### config.mk
export PLATFORM = sky130hd
export DESIGN_NAME = c2u_queue
export DESIGN_NICKNAME = d
export VERILOG_FILES = /design/src/rtl/c2u_pkg.sv /design/src/rtl/c2u_queue.sv
export SDC_FILE = /design/constraint.sdc
export NUM_CORES = 1
export LEC_CHECK = 0
export BUFFER_PORTS_ARGS = -buffer_cell sky130_fd_sc_hd__buf_2
export CAP_MARGIN = 20
export CORE_ASPECT_RATIO = 0.75
export CORE_MARGIN = 2
export CORE_UTILIZATION = 36
export DETAILED_ROUTE_END_ITERATION = 8
export GPL_ROUTABILITY_DRIVEN = 1
export PLACE_DENSITY_LB_ADDON = 0.05
export REMOVE_ABC_BUFFERS = 1
export SLEW_MARGIN = 25
export SYNTH_ARGS = -nofsm -noshare
export SYNTH_HDL_FRONTEND = slang
export SYNTH_SLANG_ARGS = --single-unit
### constraint.sdc
create_clock -name clk_i -period 2.33 [get_ports clk_i]
set_input_delay 0.1165 -clock clk_i [delete_from_list [all_inputs] [get_ports clk_i]]
set_output_delay 0.1165 -clock clk_i [all_outputs]
set_load 0.05 [all_outputs]
### src/rtl/c2u_pkg.sv
// Shared types and constants of the codepage to Unicode mapper.
package c2u_pkg;

  // Table storage
  localparam int unsigned TableDepthDefault = 32768;
  localparam int unsigned IndexWidth        = 15;
  localparam int unsigned QueueDepth        = 2;

  // Operation codes of an input transaction
  localparam logic OP_CONVERT     = 1'b0;
  localparam logic OP_TABLE_WRITE = 1'b1;

  // Codepage selector codes
  localparam logic [2:0] CP_GBK   = 3'd0;
  localparam logic [2:0] CP_BIG5  = 3'd1;
  localparam logic [2:0] CP_SJIS  = 3'd2;
  localparam logic [2:0] CP_KOREA = 3'd3;
  localparam logic [2:0] CP_THAI  = 3'd4;

  // Row/column bases of the packed table index
  localparam logic [15:0] BASE_COMMON = 16'h4080;
  localparam logic [15:0] BASE_BIG5HI = 16'h6280;
  localparam logic [15:0] BASE_KOREA  = 16'h4180;
  localparam logic [15:0] BASE_THAI   = 16'h0080;
  localparam logic [15:0] BIG5_GAP_LO = 16'h7f00;
  localparam logic [15:0] BIG5_GAP_HI = 16'ha180;

  // Fill and fixed values
  localparam logic [15:0] FILL_QMARK  = 16'h003f;
  localparam logic [15:0] FILL_SJIS   = 16'h30fb;
  localparam logic [15:0] EURO_SIGN   = 16'h20ac;
  localparam logic [15:0] HW_KATAKANA = 16'hff61;
  localparam logic [15:0] THAI_LOW    = 16'h0e01;
  localparam logic [15:0] THAI_HIGH   = 16'h0e3f;

  typedef struct packed {
    logic        op;
    logic [15:0] char_code;
    logic [14:0] table_addr;
    logic [15:0] table_data;
  } in_item_t;

  typedef struct packed {
    logic [15:0] unicode_value;
    logic        came_from_table;
  } result_t;

  // What the back end has to do with one queued transaction
  typedef enum logic [1:0] {
    KIND_FIXED  = 2'd0,
    KIND_LOOKUP = 2'd1,
    KIND_WRITE  = 2'd2
  } kind_e;

  typedef struct packed {
    kind_e                 kind;
    logic [15:0]           data;
    logic [IndexWidth-1:0] index;
  } entry_t;

endpackage

### src/rtl/c2u_queue.sv
// Short first-in first-out queue between the front end and the back end.
module c2u_queue (
  input  logic            clk_i,
  input  logic            rst_ni,
  input  logic            push_i,
  input  c2u_pkg::entry_t entry_i,
  input  logic            pop_i,
  output c2u_pkg::entry_t entry_o,
  output logic            empty_o,
  output logic            full_o
);

  localparam int unsigned Depth = c2u_pkg::QueueDepth;
  localparam int unsigned PtrW  = (Depth > 1) ? $clog2(Depth) : 1;
  localparam int unsigned CntW  = $clog2(Depth + 1);

  c2u_pkg::entry_t store_q [Depth];
  logic [PtrW-1:0] wr_ptr_q, wr_ptr_d;
  logic [PtrW-1:0] rd_ptr_q, rd_ptr_d;
  logic [CntW-1:0] count_q, count_d;
  logic            do_push, do_pop;

  assign empty_o = (count_q == '0);
  assign full_o  = (count_q == CntW'(Depth));
  assign do_push = push_i && !full_o;
  assign do_pop  = pop_i && !empty_o;
  assign entry_o = store_q[rd_ptr_q];

  always_comb begin
    wr_ptr_d = wr_ptr_q;
    rd_ptr_d = rd_ptr_q;
    count_d  = count_q;
    if (do_push) begin
      wr_ptr_d = (wr_ptr_q == PtrW'(Depth - 1)) ? '0 : wr_ptr_q + 1'b1;
    end
    if (do_pop) begin
      rd_ptr_d = (rd_ptr_q == PtrW'(Depth - 1)) ? '0 : rd_ptr_q + 1'b1;
    end
    if (do_push && !do_pop) begin
      count_d = count_q + 1'b1;
    end else if (do_pop && !do_push) begin
      count_d = count_q - 1'b1;
    end
  end

  always_ff @(posedge clk_i or negedge rst_ni) begin
    if (!rst_ni) begin
      wr_ptr_q <= '0;
      rd_ptr_q <= '0;
      count_q  <= '0;
    end else begin
      wr_ptr_q <= wr_ptr_d;
      rd_ptr_q <= rd_ptr_d;
      count_q  <= count_d;
    end
  end

  always_ff @(posedge clk_i) begin
    if (do_push) begin
      store_q[wr_ptr_q] <= entry_i;
    end
  end

endmodule

Word-level counts from Yosys, hierarchy flattened --
Memories as Yosys holds them, arrays and structs flattened. Cells that the tools add are included.
Word-level totals: bits in registers 4, memory bits (writable) 66, input port bits 37, output and inout bits 35, logic and storage cells 25, memories 1
Cells by class: add/sub/neg operators 4, equality and inequality tests 1, mux-type cells 6, reduce and logical (&&, ||, !) cells 10
Memory list:
- store_q | depth 2, width 33, read ports 1, clocked after Yosys merged registers in 0, wr ports 1, RTL line c2u_queue.sv:17 | c2u_pkg::entry_t store_q [Depth];
Operator list (count):
- 1-bit logical AND | 4
- 1-bit zero test | 4
- 1-bit two-way mux | 4
- 2-bit two-way mux | 2
- 1-bit adder, second input constant | 2
- 2-bit by 1-bit adder with 2-bit output, second input constant | 1
- 2-bit equality test, second input constant | 1
- 2-bit zero test | 1
- 2-bit nonzero test | 1
- 2-bit by 1-bit subtractor with 2-bit output, second input constant | 1

Logic depth before layout (Yosys ltp) --
depth after elaboration 7, mapped depth 7, mapped depth without buffers 7

Worst setup path before layout --
No wires, ideal clock.
path kind reg2reg, start register count_q[0], end memory store_q[0][0] (netlist name), enable pin, setup time 0.423 ns, arrival time 2.045 ns, required time 1.907 ns, slack -0.138 ns, stages on the path, launching flop included 4, path buffers 0, clock period less this slack 2.468 ns, path through dfrtp_1 > nand2b_1 > nand2_1 > nor2_1
On the way: word-level cells in the longest chain between the ends 5
RTL lines:
- start, declared | RTL line c2u_queue.sv:20 | logic [CntW-1:0] count_q, count_d;
- start signal, assigned | RTL line c2u_queue.sv:54 | count_q <= count_d;
- 2-bit equality test | RTL line c2u_queue.sv:24 | assign full_o = (count_q == CntW'(Depth));
- 1-bit zero test | RTL line c2u_queue.sv:25 | assign do_push = push_i && !full_o;
- 1-bit logical AND | RTL line c2u_queue.sv:25
- 1-bit two-way mux | RTL line c2u_queue.sv:59 | if (do_push) begin
- 1-bit two-way mux (implied by the code) | RTL line c2u_queue.sv:60 | store_q[wr_ptr_q] <= entry_i;
- end, declared | RTL line c2u_queue.sv:17
No other way between the ends.

==> impl_metrics.json <==
{
  "required_ps": 2210,
  "cts_setup_buffers": 0,
  "ios": 72,
  "dieHeight_um": 79.4,
  "cts-root-buf": "clkbuf_8",
  "r2r-end": "store_q[1][22]",
  "avgSynthCellArea_um2": 22.4,
  "dp.cells": 294,
  "clk_latency_ps": 330,
  "core-area_mm2": 0.00733,
  "min_period_ps": 1850,
  "synth-edff-count": 66,
  "vias": 1441,
  "yosysSeqAreaShare_pct": 76.3,
  "synthArstFlopShare_pct": 5.71,
  "syn-cell-area_mm2": 0.00273,
  "critPathKind": "reg -> out",
  "rsz0062_at_grt": "no",
  "tightest_slew_ps": 456,
  "setup_viol": 0,
  "globalplace.congestion": 0.639,
  "ant_nets": 0,
  "hpwl_mm": 3.08,
  "cts.sink_count": 70,
  "fin_skew_ps": 4.19,
  "hold_class": "in -> async",
  "grt_max_degree": 34,
  "worstReg2RegStart": "count_q[0]",
  "synth_warnings": 0,
  "start_util_pct": 37.2,
  "ir_drop_v": 0.000674,
  "crit_fanout": 26,
  "finalMaxSlewViolations": 0,
  "h-tree-depth": 3,
  "antenna_found_initial": 0,
  "synth_cells": 122,
  "synth_cell_types": 15,
  "clk_pin_slew_ps": 70,
  "via_per_inst": 4.19,
  "firstDrtPassIters": 4,
  "design.final.nets": 276,
  "wl_per_cell_um": 13.6,
  "syn2layout_area_growth_pct": 34.9,
  "outcome": "finished, final reports clean",
  "synth-seq-cells": 70,
  "ys.flop_type": "edfxtp_1",
  "cts_tree": "done",
  "dieArea_mm2": 0.00830,
  "period_share_pct": 79.6,
  "antenna_cells": 0,
  "endpoint_kind": "output pin",
  "hold_viol_final": 0,
  "p_per_area_mw_per_mm2": 1330,
  "netlist_top_cells_count": "edfxtp_1 (66), mux2_4 (29), dfrtp_1 (4), mux2_2 (4)",
  "grt_usage_pct": 12.0,
  "synth_top_area_share_pct": 72.6,
  "drv_cap": 0,
  "clockBufferDepth": 2,
  "yosysMostFrequentCell": "edfxtp_1",
  "drive_gt1_share_pct": 49.4,
  "overflow": 0,
  "rows": 27,
  "die_w_um": 105,
  "yosys-top-cells-area": "edfxtp_1 (73%), mux2_4 (16%), dfrtp_1 (3.7%), buf_12 (2.2%), mux2_2 (1.6%)",
  "post-route-drc-count": 0,
  "final_cells": 344,
  "cp.arrival_ps": 1740,
  "power_w": 0.00489,
  "drtIter0Drc": 45,
  "synth_top_area_cell": "edfxtp_1",
  "io_buffers": 71,
  "cts_made_buffers": 9,
  "grt_pass1_vias": 1545,
  "rrSetupSlack_ps": 710,
  "grt_pass1_wl_mm": 7.32,
  "wl_mm": 4.67,
  "max-slew-margin-rel_pct": 69.6,
  "r2r_cells": 3,
  "max_freq_ghz": 0.539,
  "cellLeakagePower_nw": 1.49,
  "start_kind": "flop"
}
-- how the worst max path moves through the flow --
| stage | from | endpoint | slack, ps | depth (start not counted) |
|---|---|---|---|---|
| 2_1_floorplan | count_q[0] | store_q[0][0] | -140 | 3 |
| 3_3_place_gp | count_q[0] | store_q[1][8] | 720 | 3 |
| 3_5_place_dp | count_q[0] | store_q[1][8] | 670 | 3 |
| 4_1_cts | rd_ptr_q | entry_o[11] | 440 | 3 |
| 5_1_grt | rd_ptr_q | entry_o[11] | 390 | 3 |
| 6_report | rd_ptr_q | entry_o[16] | 480 | 3 |
-- cells in the final DEF, fill, tap and decap left out, types with 3 or more instances in the layout --
| master | n |
|---|---|
| dfrtp_1 | 3 |
| clkbuf_1 | 4 |
| mux2_2 | 4 |
| clkbuf_8 | 9 |
| buf_4 | 3 |
| buf_2 | 71 |
| clkinv_1 | 3 |
| edfxtp_1 | 66 |
| dlygate4sd3_1 | 34 |
| mux2_4 | 29 |
| xnor2_1 | 3 |
-- critical path, stage by stage (launching register included) --
cell     delay [ps]
dfrtp_2         560
buf_12          270
mux2_2          360
buf_2           210
-- report_power, final --
group | internal (W) | total (W) | switching [W]
Clock | 0.000377 | 0.000766 | 0.000388
Combinational | 0.000769 | 0.00226 | 0.00149
Sequential | 0.00173 | 0.00187 | 0.000137
-- what timing repair did --
action,in CTS,in global routing
gates resized for setup,0,0
hold buffers,34,0
endpoints found under the hold margin,70,0
-- metal layers --
metal | wire (um) | share of wire, % | global-route usage [%] | vias up
met1 | 1970 | 42 | 13.3 | 689
met4 | 36 | 0.77 | 4.86 | 0
met2 | 2370 | 51 | 20.5 | 46
met5 | 0 | 0 | 0 | -
met3 | 293 | 6.3 | 5.14 | 4
li1 | - | - | - | 702
-- kinds of logic (layout without fill, tap and decap cells) --
| group | Yosys count | after routing | share of synthesized area (%) |
|---|---|---|---|
| buf+inv | 6 | 127 | 2.89 |
| fa+ha+maj | 1 | 1 | 0.458 |
| simple gates | 6 | 6 | 1.01 |
| flops | 70 | 70 | 76.3 |
| xor+xnor | 5 | 5 | 1.60 |
| mux | 33 | 33 | 17.6 |
| compound gates | 1 | 1 | 0.183 |
-- final cells by class --
type,instances,area (um2)
Clock buffer,13,139
Clock inverter,3,11.3
Fill cell,651,3650
Inverter,2,7.51
Multi-Input combinational cell,46,578
Sequential cell,70,2080
Tap cell,101,126
Timing Repair Buffer,109,738
-- registers in the layout (all words and copies together) (netlist names) --
signal / count
rd_ptr_q: 1
store_q: 66
count_q: 2
wr_ptr_q: 1
-- through the flow --
step / utilization, % / instance area, um2 / setup slack [ps] / hold WS [ps] / setup TNS [ps]
6_report: 50.2 / 3680 / 475 / 113 / 0
5_1_grt: 50.2 / 3680 / 392 / 122 / 0
4_1_cts: 50.2 / 3680 / 436 / 102 / 0
3_5_place_dp: 43.6 / 3190 / 671 / -71.0 / 0
3_3_place_gp: 43.6 / 3190 / 718 / -76.0 / 0
2_1_floorplan: - / 2660 / -138 / -179 / -4560
Power figures use the tool's default switching activity.
