`src/rtl/c2u_pkg.sv`:
```
// Shared types and constants of the codepage to Unicode mapper.
package c2u_pkg;

  // Table storage
  localparam int unsigned TableDepthDefault = 32768;
  localparam int unsigned IndexWidth        = 15;
  localparam int unsigned QueueDepth        = 2;

  // Operation codes of an input transaction
  localparam logic OP_CONVERT     = 1'b0;
  localparam logic OP_TABLE_WRITE = 1'b1;

  // Codepage selector codes
  localparam logic [2:0] CP_GBK   = 3'd0;
  localparam logic [2:0] CP_BIG5  = 3'd1;
  localparam logic [2:0] CP_SJIS  = 3'd2;
  localparam logic [2:0] CP_KOREA = 3'd3;
  localparam logic [2:0] CP_THAI  = 3'd4;

  // Row/column bases of the packed table index
  localparam logic [15:0] BASE_COMMON = 16'h4080;
  localparam logic [15:0] BASE_BIG5HI = 16'h6280;
  localparam logic [15:0] BASE_KOREA  = 16'h4180;
  localparam logic [15:0] BASE_THAI   = 16'h0080;
  localparam logic [15:0] BIG5_GAP_LO = 16'h7f00;
  localparam logic [15:0] BIG5_GAP_HI = 16'ha180;

  // Fill and fixed values
  localparam logic [15:0] FILL_QMARK  = 16'h003f;
  localparam logic [15:0] FILL_SJIS   = 16'h30fb;
  localparam logic [15:0] EURO_SIGN   = 16'h20ac;
  localparam logic [15:0] HW_KATAKANA = 16'hff61;
  localparam logic [15:0] THAI_LOW    = 16'h0e01;
  localparam logic [15:0] THAI_HIGH   = 16'h0e3f;

  typedef struct packed {
    logic        op;
    logic [15:0] char_code;
    logic [14:0] table_addr;
    logic [15:0] table_data;
  } in_item_t;

  typedef struct packed {
    logic [15:0] unicode_value;
    logic        came_from_table;
  } result_t;

  // What the back end has to do with one queued transaction
  typedef enum logic [1:0] {
    KIND_FIXED  = 2'd0,
    KIND_LOOKUP = 2'd1,
    KIND_WRITE  = 2'd2
  } kind_e;

  typedef struct packed {
    kind_e                 kind;
    logic [15:0]           data;
    logic [IndexWidth-1:0] index;
  } entry_t;

endpackage

```
`src/rtl/c2u_front.sv`:
```
// Front end: codepage register and classification of input transactions.
module c2u_front (
  input  logic              clk_i,
  input  logic              rst_ni,
  input  logic              cfg_valid_i,
  input  logic [2:0]        cfg_data_i,
  input  c2u_pkg::in_item_t in_i,
  output c2u_pkg::entry_t   entry_o
);

  logic [2:0]  cp_q;
  logic [15:0] code;
  logic [7:0]  lo;
  logic [15:0] d_common;
  logic [15:0] d_big5hi;
  logic [15:0] d_korea;
  logic [15:0] d_thai;
  logic [14:0] idx_thai;

  always_ff @(posedge clk_i or negedge rst_ni) begin
    if (!rst_ni) begin
      cp_q <= c2u_pkg::CP_GBK;
    end else if (cfg_valid_i) begin
      cp_q <= cfg_data_i;
    end
  end

  assign code     = in_i.char_code;
  assign lo       = code[7:0];
  assign d_common = code - c2u_pkg::BASE_COMMON;
  assign d_big5hi = code - c2u_pkg::BASE_BIG5HI;
  assign d_korea  = code - c2u_pkg::BASE_KOREA;
  assign d_thai   = code - c2u_pkg::BASE_THAI;
  // Thai rows are 32 words apart; the column, 0x00..0x1f here, is added to the row base.
  assign idx_thai = 15'({code[15:8], 5'b0_0000}) + 15'(d_thai[6:0]);

  always_comb begin
    entry_o.kind  = c2u_pkg::KIND_FIXED;
    entry_o.data  = '0;
    entry_o.index = '0;
    if (in_i.op == c2u_pkg::OP_TABLE_WRITE) begin
      entry_o.kind  = c2u_pkg::KIND_WRITE;
      entry_o.data  = in_i.table_data;
      entry_o.index = in_i.table_addr;
    end else if (lo <= 8'h7f) begin
      entry_o.data = {8'h00, lo};
    end else begin
      unique case (cp_q)
        c2u_pkg::CP_GBK: begin
          priority if (lo == 8'h80) entry_o.data = c2u_pkg::EURO_SIGN;
          else if (lo == 8'hff) entry_o.data = 16'hf8f5;
          else if (code[15:8] == 8'h00) entry_o.data = '0;
          else if (code < c2u_pkg::BASE_COMMON) entry_o.data = c2u_pkg::FILL_QMARK;
          else begin
            entry_o.kind  = c2u_pkg::KIND_LOOKUP;
            entry_o.index = {d_common[15:8], d_common[6:0]};
          end
        end
        c2u_pkg::CP_BIG5: begin
          priority if (lo == 8'h80) entry_o.data = 16'h0080;
          else if (lo == 8'hff) entry_o.data = 16'hf8f8;
          else if (code[15:8] == 8'h00) entry_o.data = '0;
          else if (code < c2u_pkg::BASE_COMMON ||
                   (code >= c2u_pkg::BIG5_GAP_LO && code < c2u_pkg::BIG5_GAP_HI)) begin
            entry_o.data = c2u_pkg::FILL_QMARK;
          end else if (code < c2u_pkg::BIG5_GAP_LO) begin
            entry_o.kind  = c2u_pkg::KIND_LOOKUP;
            entry_o.index = {d_common[15:8], d_common[6:0]};
          end else begin
            entry_o.kind  = c2u_pkg::KIND_LOOKUP;
            entry_o.index = {d_big5hi[15:8], d_big5hi[6:0]};
          end
        end
        c2u_pkg::CP_SJIS: begin
          priority if (lo == 8'h80) entry_o.data = 16'h0080;
          else if (lo == 8'ha0) entry_o.data = 16'hf8f0;
          else if (lo >= 8'ha1 && lo < 8'he0) begin
            entry_o.data = c2u_pkg::HW_KATAKANA + 16'(lo - 8'ha1);
          end else if (lo == 8'hfd) entry_o.data = 16'hf8f1;
          else if (lo == 8'hfe) entry_o.data = 16'hf8f2;
          else if (lo == 8'hff) entry_o.data = 16'hf8f3;
          else if (code[15:8] == 8'h00) entry_o.data = '0;
          else if (code < c2u_pkg::BASE_COMMON) entry_o.data = c2u_pkg::FILL_SJIS;
          else begin
            // Columns left here are 0x01..0x1f or 0x60..0x7c; dropping bit 6
            // folds the upper run down onto 0x20..0x3c.
            entry_o.kind  = c2u_pkg::KIND_LOOKUP;
            entry_o.index = {1'b0, d_common[15:8], d_common[5:0]};
          end
        end
        c2u_pkg::CP_KOREA: begin
          priority if (lo == 8'h80) entry_o.data = 16'h0080;
          else if (lo == 8'hff) entry_o.data = 16'hf8f7;
          else if (code[15:8] == 8'h00) entry_o.data = '0;
          else if (code < c2u_pkg::BASE_KOREA) entry_o.data = c2u_pkg::FILL_QMARK;
          else begin
            entry_o.kind  = c2u_pkg::KIND_LOOKUP;
            entry_o.index = {d_korea[15:8], d_korea[6:0]};
          end
        end
        c2u_pkg::CP_THAI: begin
          priority if (lo == 8'hff) entry_o.data = 16'hf8c8;
          else if (lo == 8'hfe) entry_o.data = 16'hf8c7;
          else if (lo == 8'hfd) entry_o.data = 16'hf8c6;
          else if (lo == 8'hfc) entry_o.data = 16'hf8c5;
          else if (lo == 8'hde) entry_o.data = 16'hf8c4;
          else if (lo == 8'hdd) entry_o.data = 16'hf8c3;
          else if (lo == 8'hdc) entry_o.data = 16'hf8c2;
          else if (lo == 8'hdb) entry_o.data = 16'hf8c1;
          else if (lo == 8'ha0) entry_o.data = 16'h00a0;
          else if (lo >= 8'ha1 && lo <= 8'hda) begin
            entry_o.data = c2u_pkg::THAI_LOW + 16'(lo - 8'ha1);
          end else if (lo >= 8'hdf) begin
            entry_o.data = c2u_pkg::THAI_HIGH + 16'(lo - 8'hdf);
          end else begin
            entry_o.kind  = c2u_pkg::KIND_LOOKUP;
            entry_o.index = idx_thai;
          end
        end
        default: entry_o.data = '0;
      endcase
    end
  end

endmodule

```
`config.mk`:
```
export PLATFORM = sky130hd
export DESIGN_NAME = c2u_front
export DESIGN_NICKNAME = d
export VERILOG_FILES = /design/src/rtl/c2u_pkg.sv /design/src/rtl/c2u_front.sv
export SDC_FILE = /design/constraint.sdc
export NUM_CORES = 1
export LEC_CHECK = 0
export BUFFER_PORTS_ARGS = -buffer_cell sky130_fd_sc_hd__buf_2
export CAP_MARGIN = 20
export CORE_MARGIN = 5
export CORE_UTILIZATION = 51
export CTS_BUF_LIST = sky130_fd_sc_hd__clkbuf_4 sky130_fd_sc_hd__clkbuf_8
export DETAILED_ROUTE_END_ITERATION = 8
export PLACE_DENSITY = 0.86
export SYNTH_ARGS = -nofsm -noshare
export SYNTH_HDL_FRONTEND = slang
export SYNTH_SLANG_ARGS = --single-unit
```
`constraint.sdc`:
```
create_clock -name clk_i -period 2.7 [get_ports clk_i]
set_input_delay 0.135 -clock clk_i [delete_from_list [all_inputs] [get_ports clk_i]]
set_output_delay 0.135 -clock clk_i [all_outputs]
set_load 0.02 [all_outputs]
```
## Word level (Yosys, flattened, before mapping)

Index checks and enable logic that the tools add are counted.

- Bitwise gates (word level): 0
- Order comparisons: 10
- Equality and inequality tests: 14
- Multiply operators: 0
- Shift-type cells: 0
- $add $sub $neg: 10
- Reduce and logical (&&, ||, !) cells: 6
- Div/mod/pow operators: 0
- Multiplexer cells: 98

Operators with widths:

| kind | number |
|---|---|
| 2-to-1 mux 15 bit | 31 |
| 2-to-1 mux 16 bit | 24 |
| == test 8 bit (second input constant) | 10 |
| one-hot mux 16 bit (5 select lines) | 1 |
| one-hot mux 15 bit (5 select lines) | 1 |
| 2-to-1 mux 14 bit | 4 |
| less-than comparator 16 x 15 -> 1 bit (second input constant) | 3 |
| subtractor 16 x 15 -> 16 bit (second input constant) | 3 |
| 2-to-1 mux 6 bit | 6 |
| 2-to-1 mux 33 bit | 1 |
| adder 13 x 9 -> 14 bit (first input constant) | 2 |
| 2-to-1 mux 1 bit | 20 |
| 2-to-1 mux 2 bit | 9 |
| subtractor 8 x 8 -> 9 bit (second input constant) | 2 |
| greater-or-equal comparator 16 x 15 -> 1 bit (second input constant) | 1 |
| greater-or-equal comparator 8 bit (second input constant) | 2 |
| less-than comparator 16 bit (second input constant) | 1 |
| adder 13 x 7 -> 14 bit | 1 |
| adder 9 x 9 -> 10 bit (first input constant) | 1 |
| one-hot mux 2 bit (5 select lines) | 1 |
| <= comparator 8 x 7 -> 1 bit (second input constant) | 1 |
| <= comparator 8 bit (second input constant) | 1 |
| zero test 8 bit | 1 |
| less-than comparator 8 bit (second input constant) | 1 |
| other kinds (7) | 10 |

- Memory bits (read-only): 0
- Memories kept: 0
- Bits in latches: 0
- Bits of input ports: 54
- RAM bits: 0
- Flip-flop bits (word level): 3

## Depth between registers and ports, before layout

- Word-level depth: 16
- Depth in mapped cells: 12

## Least setup slack after synthesis

No wires, ideal clock.

- Path kind: in2out
- From: in in_i[32] (netlist name)
- To: out entry_o[7] (netlist name)
- Path slack: -101 ps
- Stages: 12
- Required time: 2565 ps
- Data arrival time: 2666 ps
- Cell sequence: clkbuf_1 -> inv_1 -> ha_1 -> buf_6 -> or3_1 -> or2_1 -> a211oi_4 -> nand3_2 -> nor2b_2 -> buf_6 -> a22oi_1 -> a31oi_1

RTL lines:

| what | RTL line | source |
|---|---|---|
| from (decl) | c2u_front.sv:7 | `input c2u_pkg::in_item_t in_i,` |
| to (decl) | c2u_front.sv:8 | `output c2u_pkg::entry_t entry_o` |

==> flow_metrics.env <==
export IMPL_area_delta_synth_final_pct=28.4
export IMPL_synthArstFlopShare_pct=100
export IMPL_reg2reg_slack_ps=1790
export IMPL_synth_seq_area_share_pct=2.25
export IMPL_worst_hold_path_type="input port to flip-flop"
export IMPL_antenna_found_initial=0
export IMPL_grt_pass1_vias=4424
export IMPL_cts_tree="done"
export IMPL_syn_inst=513
export IMPL_clock_sinks=3
export IMPL_drcViolationCount=0
export IMPL_routedWlPerCell_um=19.2
export IMPL_vdd_drop_max_v=0.000314
export IMPL_largest_register="cp_q"
export IMPL_rows=29
export IMPL_synth_area_um2=3330
export IMPL_yosys_area_top_type="a21oi_1"
export IMPL_boundaryPins=87
export IMPL_timing_final_crit_share_pct=99.1
export IMPL_reg_largest_list="cp_q x3"
export IMPL_gp_congestion=1.05
export IMPL_path_class="input port to primary output"
export IMPL_fmax_mhz=374
export IMPL_cp_arrival_ps=2540
export IMPL_core_area_um2=6350
export IMPL_whs_endpoint="cp_q[0]"
export IMPL_drt_total_wl_mm=13.5
export IMPL_skew_ps=0
export IMPL_die_h_um=90.8
export IMPL_start_util_pct=52.5
export IMPL_final_util_pct=67.3
export IMPL_clk_pin_slew_ps=30
export IMPL_drt_initial_drc_count=577
export IMPL_hold_depth=2
export IMPL_ant_nets=0
export IMPL_ys_types=89
export IMPL_maxSlewHeadroom_pct=60.2
export IMPL_diodes=0
export IMPL_postSynthRegisterBits=3
export IMPL_mostFrequentLayoutCells="buf_2 (83), buf_4 (69), nand2_1 (58)"
export IMPL_synth_warnings=0
export IMPL_power_uw=946
export IMPL_cts_root_buffer="clkbuf_8"
export IMPL_htree_num_levels=1
export IMPL_status="finished, final reports clean"
export IMPL_synth_edf_count=0
export IMPL_grt_ovfl_total=0
export IMPL_maxCapViolations=0
export IMPL_fillerInstances=547
export IMPL_tightest_slew_ps=597
export IMPL_clock_latency_ps=210
export IMPL_ys_flop_type="dfrtp_1"
export IMPL_avgSynthCellArea_um2=6.49
export IMPL_vias=4785
export IMPL_report_final_slew_viol_count=0
export IMPL_power_leakage_nw=1.83
export IMPL_clock_path_buffers=2
export IMPL_portBuffers=86
export IMPL_syn_nets=578
export IMPL_grt_setup_unrepaired="true"
export IMPL_grt_max_degree=34
export IMPL_synth_top_area_share_pct=7.36
export IMPL_viasPerCell=6.81
export IMPL_yosys_top_cells_area="a21oi_1 (7.4%), nand2_1 (6.5%), nor2_1 (4.7%), o21ai_0 (4.4%), xnor2_1 (4.2%)"
export IMPL_final_nets=692
export IMPL_p_per_area_nw_per_um2=221
export IMPL_setup_viol=0
export IMPL_period_needed_ps=2680
export IMPL_grt_pass1_wl_mm=21.8
export IMPL_worst_r2r_cell_count=2
export IMPL_final_common_cell="buf_2"
export IMPL_largest_register_ffs=3
export IMPL_drive_gt1_share_pct=32.7
export IMPL_r2r_start="cp_q[0]"
export IMPL_cts_made_buffers=3
export IMPL_cp_end_kind="primary output"
export IMPL_dp_hpwl_mm=10.6
export IMPL_grt_usage_pct=31.1
export IMPL_die_x_um=90.8
export IMPL_final_setup_tns_ps=0
export IMPL_worst_setup_path_start_kind="input port"
export IMPL_fp_dieArea_um2=8250
export IMPL_worstPathMaxFanout=7
export IMPL_dr_pass1_iters=7
export IMPL_hold_viol_final=0
export IMPL_r2r_end="cp_q[0]"
export IMPL_min_delay_start="cfg_data_i[0]"
export IMPL_required_ps=2570
cell type report:
class | count | area (um2) | share of cell area, %
clock buffer | 4 | 48.8 | 1.14
inverter | 11 | 41.3 | 0.966
multi-input combinational | 454 | 3060 | 71.6
sequential | 3 | 75.1 | 1.76
tap | 77 | 96.3 | 2.25
timing repair buffer | 154 | 955 | 22.3
worst max path at each step:
stage | startpoint | end | cells after the start
final | in_i[32] | entry_o[18] | 11
after CTS | cp_q[0] | entry_o[16] | 8
after global placement | in_i[32] | entry_o[9] | 11
after floorplan | in_i[32] | entry_o[9] | 12
after detailed placement | in_i[32] | entry_o[9] | 11
after global routing | in_i[31] | entry_o[26] | 9
synth_stat cells (all sizes together), types with 3 or more instances:
library cell,instances
a2111oi,5
a211oi,9
a21oi,49
a22o,8
a22oi,3
a31o,3
a31oi,16
a41oi,4
and2,5
and3,7
buf,22
clkbuf,23
dfrtp,3
ha,10
inv,11
mux2,5
mux2i,5
nand2,59
nand2b,13
nand3,19
nand3b,5
nand4,9
nor2,42
nor2b,8
nor3,18
nor3b,4
nor4,5
o211ai,9
o21a,5
o21ai,32
o22ai,4
o311ai,3
o31ai,3
o32ai,3
or2,6
or3,6
xnor2,16
xor2,15
through the flow:
step	worst slack, ps	std cells	hold slack [ps]	area [um2]
floorplan	57.7	513	-161	3350
global placement	-17.7	695	-70.2	4120
finish	23.9	703	151	4280
CTS	9.27	703	148	4210
detailed placement	-112	695	-67.6	4120
global route	-4.40	703	160	4280
where the power goes:
group	internal [mW]	switching (mW)	leakage (nW)
clock network	0.111	0.0304	0.0262
logic	0.297	0.455	1.77
registers	0.0498	0.00351	0.0351
worst max-delay path, stage by stage:
cell and delay (ps):
buf_2 150, inv_1 120, ha_2 220, nor4_1 460, nand2_1 180, nand4b_1 150, buf_4 180, o21ai_1 80
a2111oi_0 500, a21boi_1 170, buf_2 190
cell families (layout without fill, tap and decap cells):
| kind of cell | Yosys count | after routing | share of synthesized area (%) |
|---|---|---|---|
| buf+inv | 56 | 169 | 8.30 |
| xor+xnor | 31 | 31 | 8.15 |
| simple gates | 218 | 218 | 35.3 |
| fa+ha+maj | 13 | 13 | 4.96 |
| mux | 10 | 10 | 3.31 |
| flops | 3 | 3 | 2.25 |
| compound gates | 182 | 182 | 37.7 |
layer usage:
| layer | vias to the layer above | part of all wire (%) | track usage [%] |
|---|---|---|---|
| met1 | 2193 | 41 | 45.3 |
| met5 | - | 0 | 0 |
| li1 | 2156 | - | - |
| met3 | 53 | 14 | 6.08 |
| met2 | 383 | 42 | 45.2 |
| met4 | 0 | 2.9 | 10.3 |
timing repair:
item                                    in CTS  in global routing
hold endpoints to repair                     3                  0
gates resized for setup                      1                 17
endpoints found under the setup margin      12                 19
setup buffers                                3                  0
hold buffers                                 1                  0
pin swaps                                    1                  1
No activity file was read; power rests on OpenSTA's default activity.
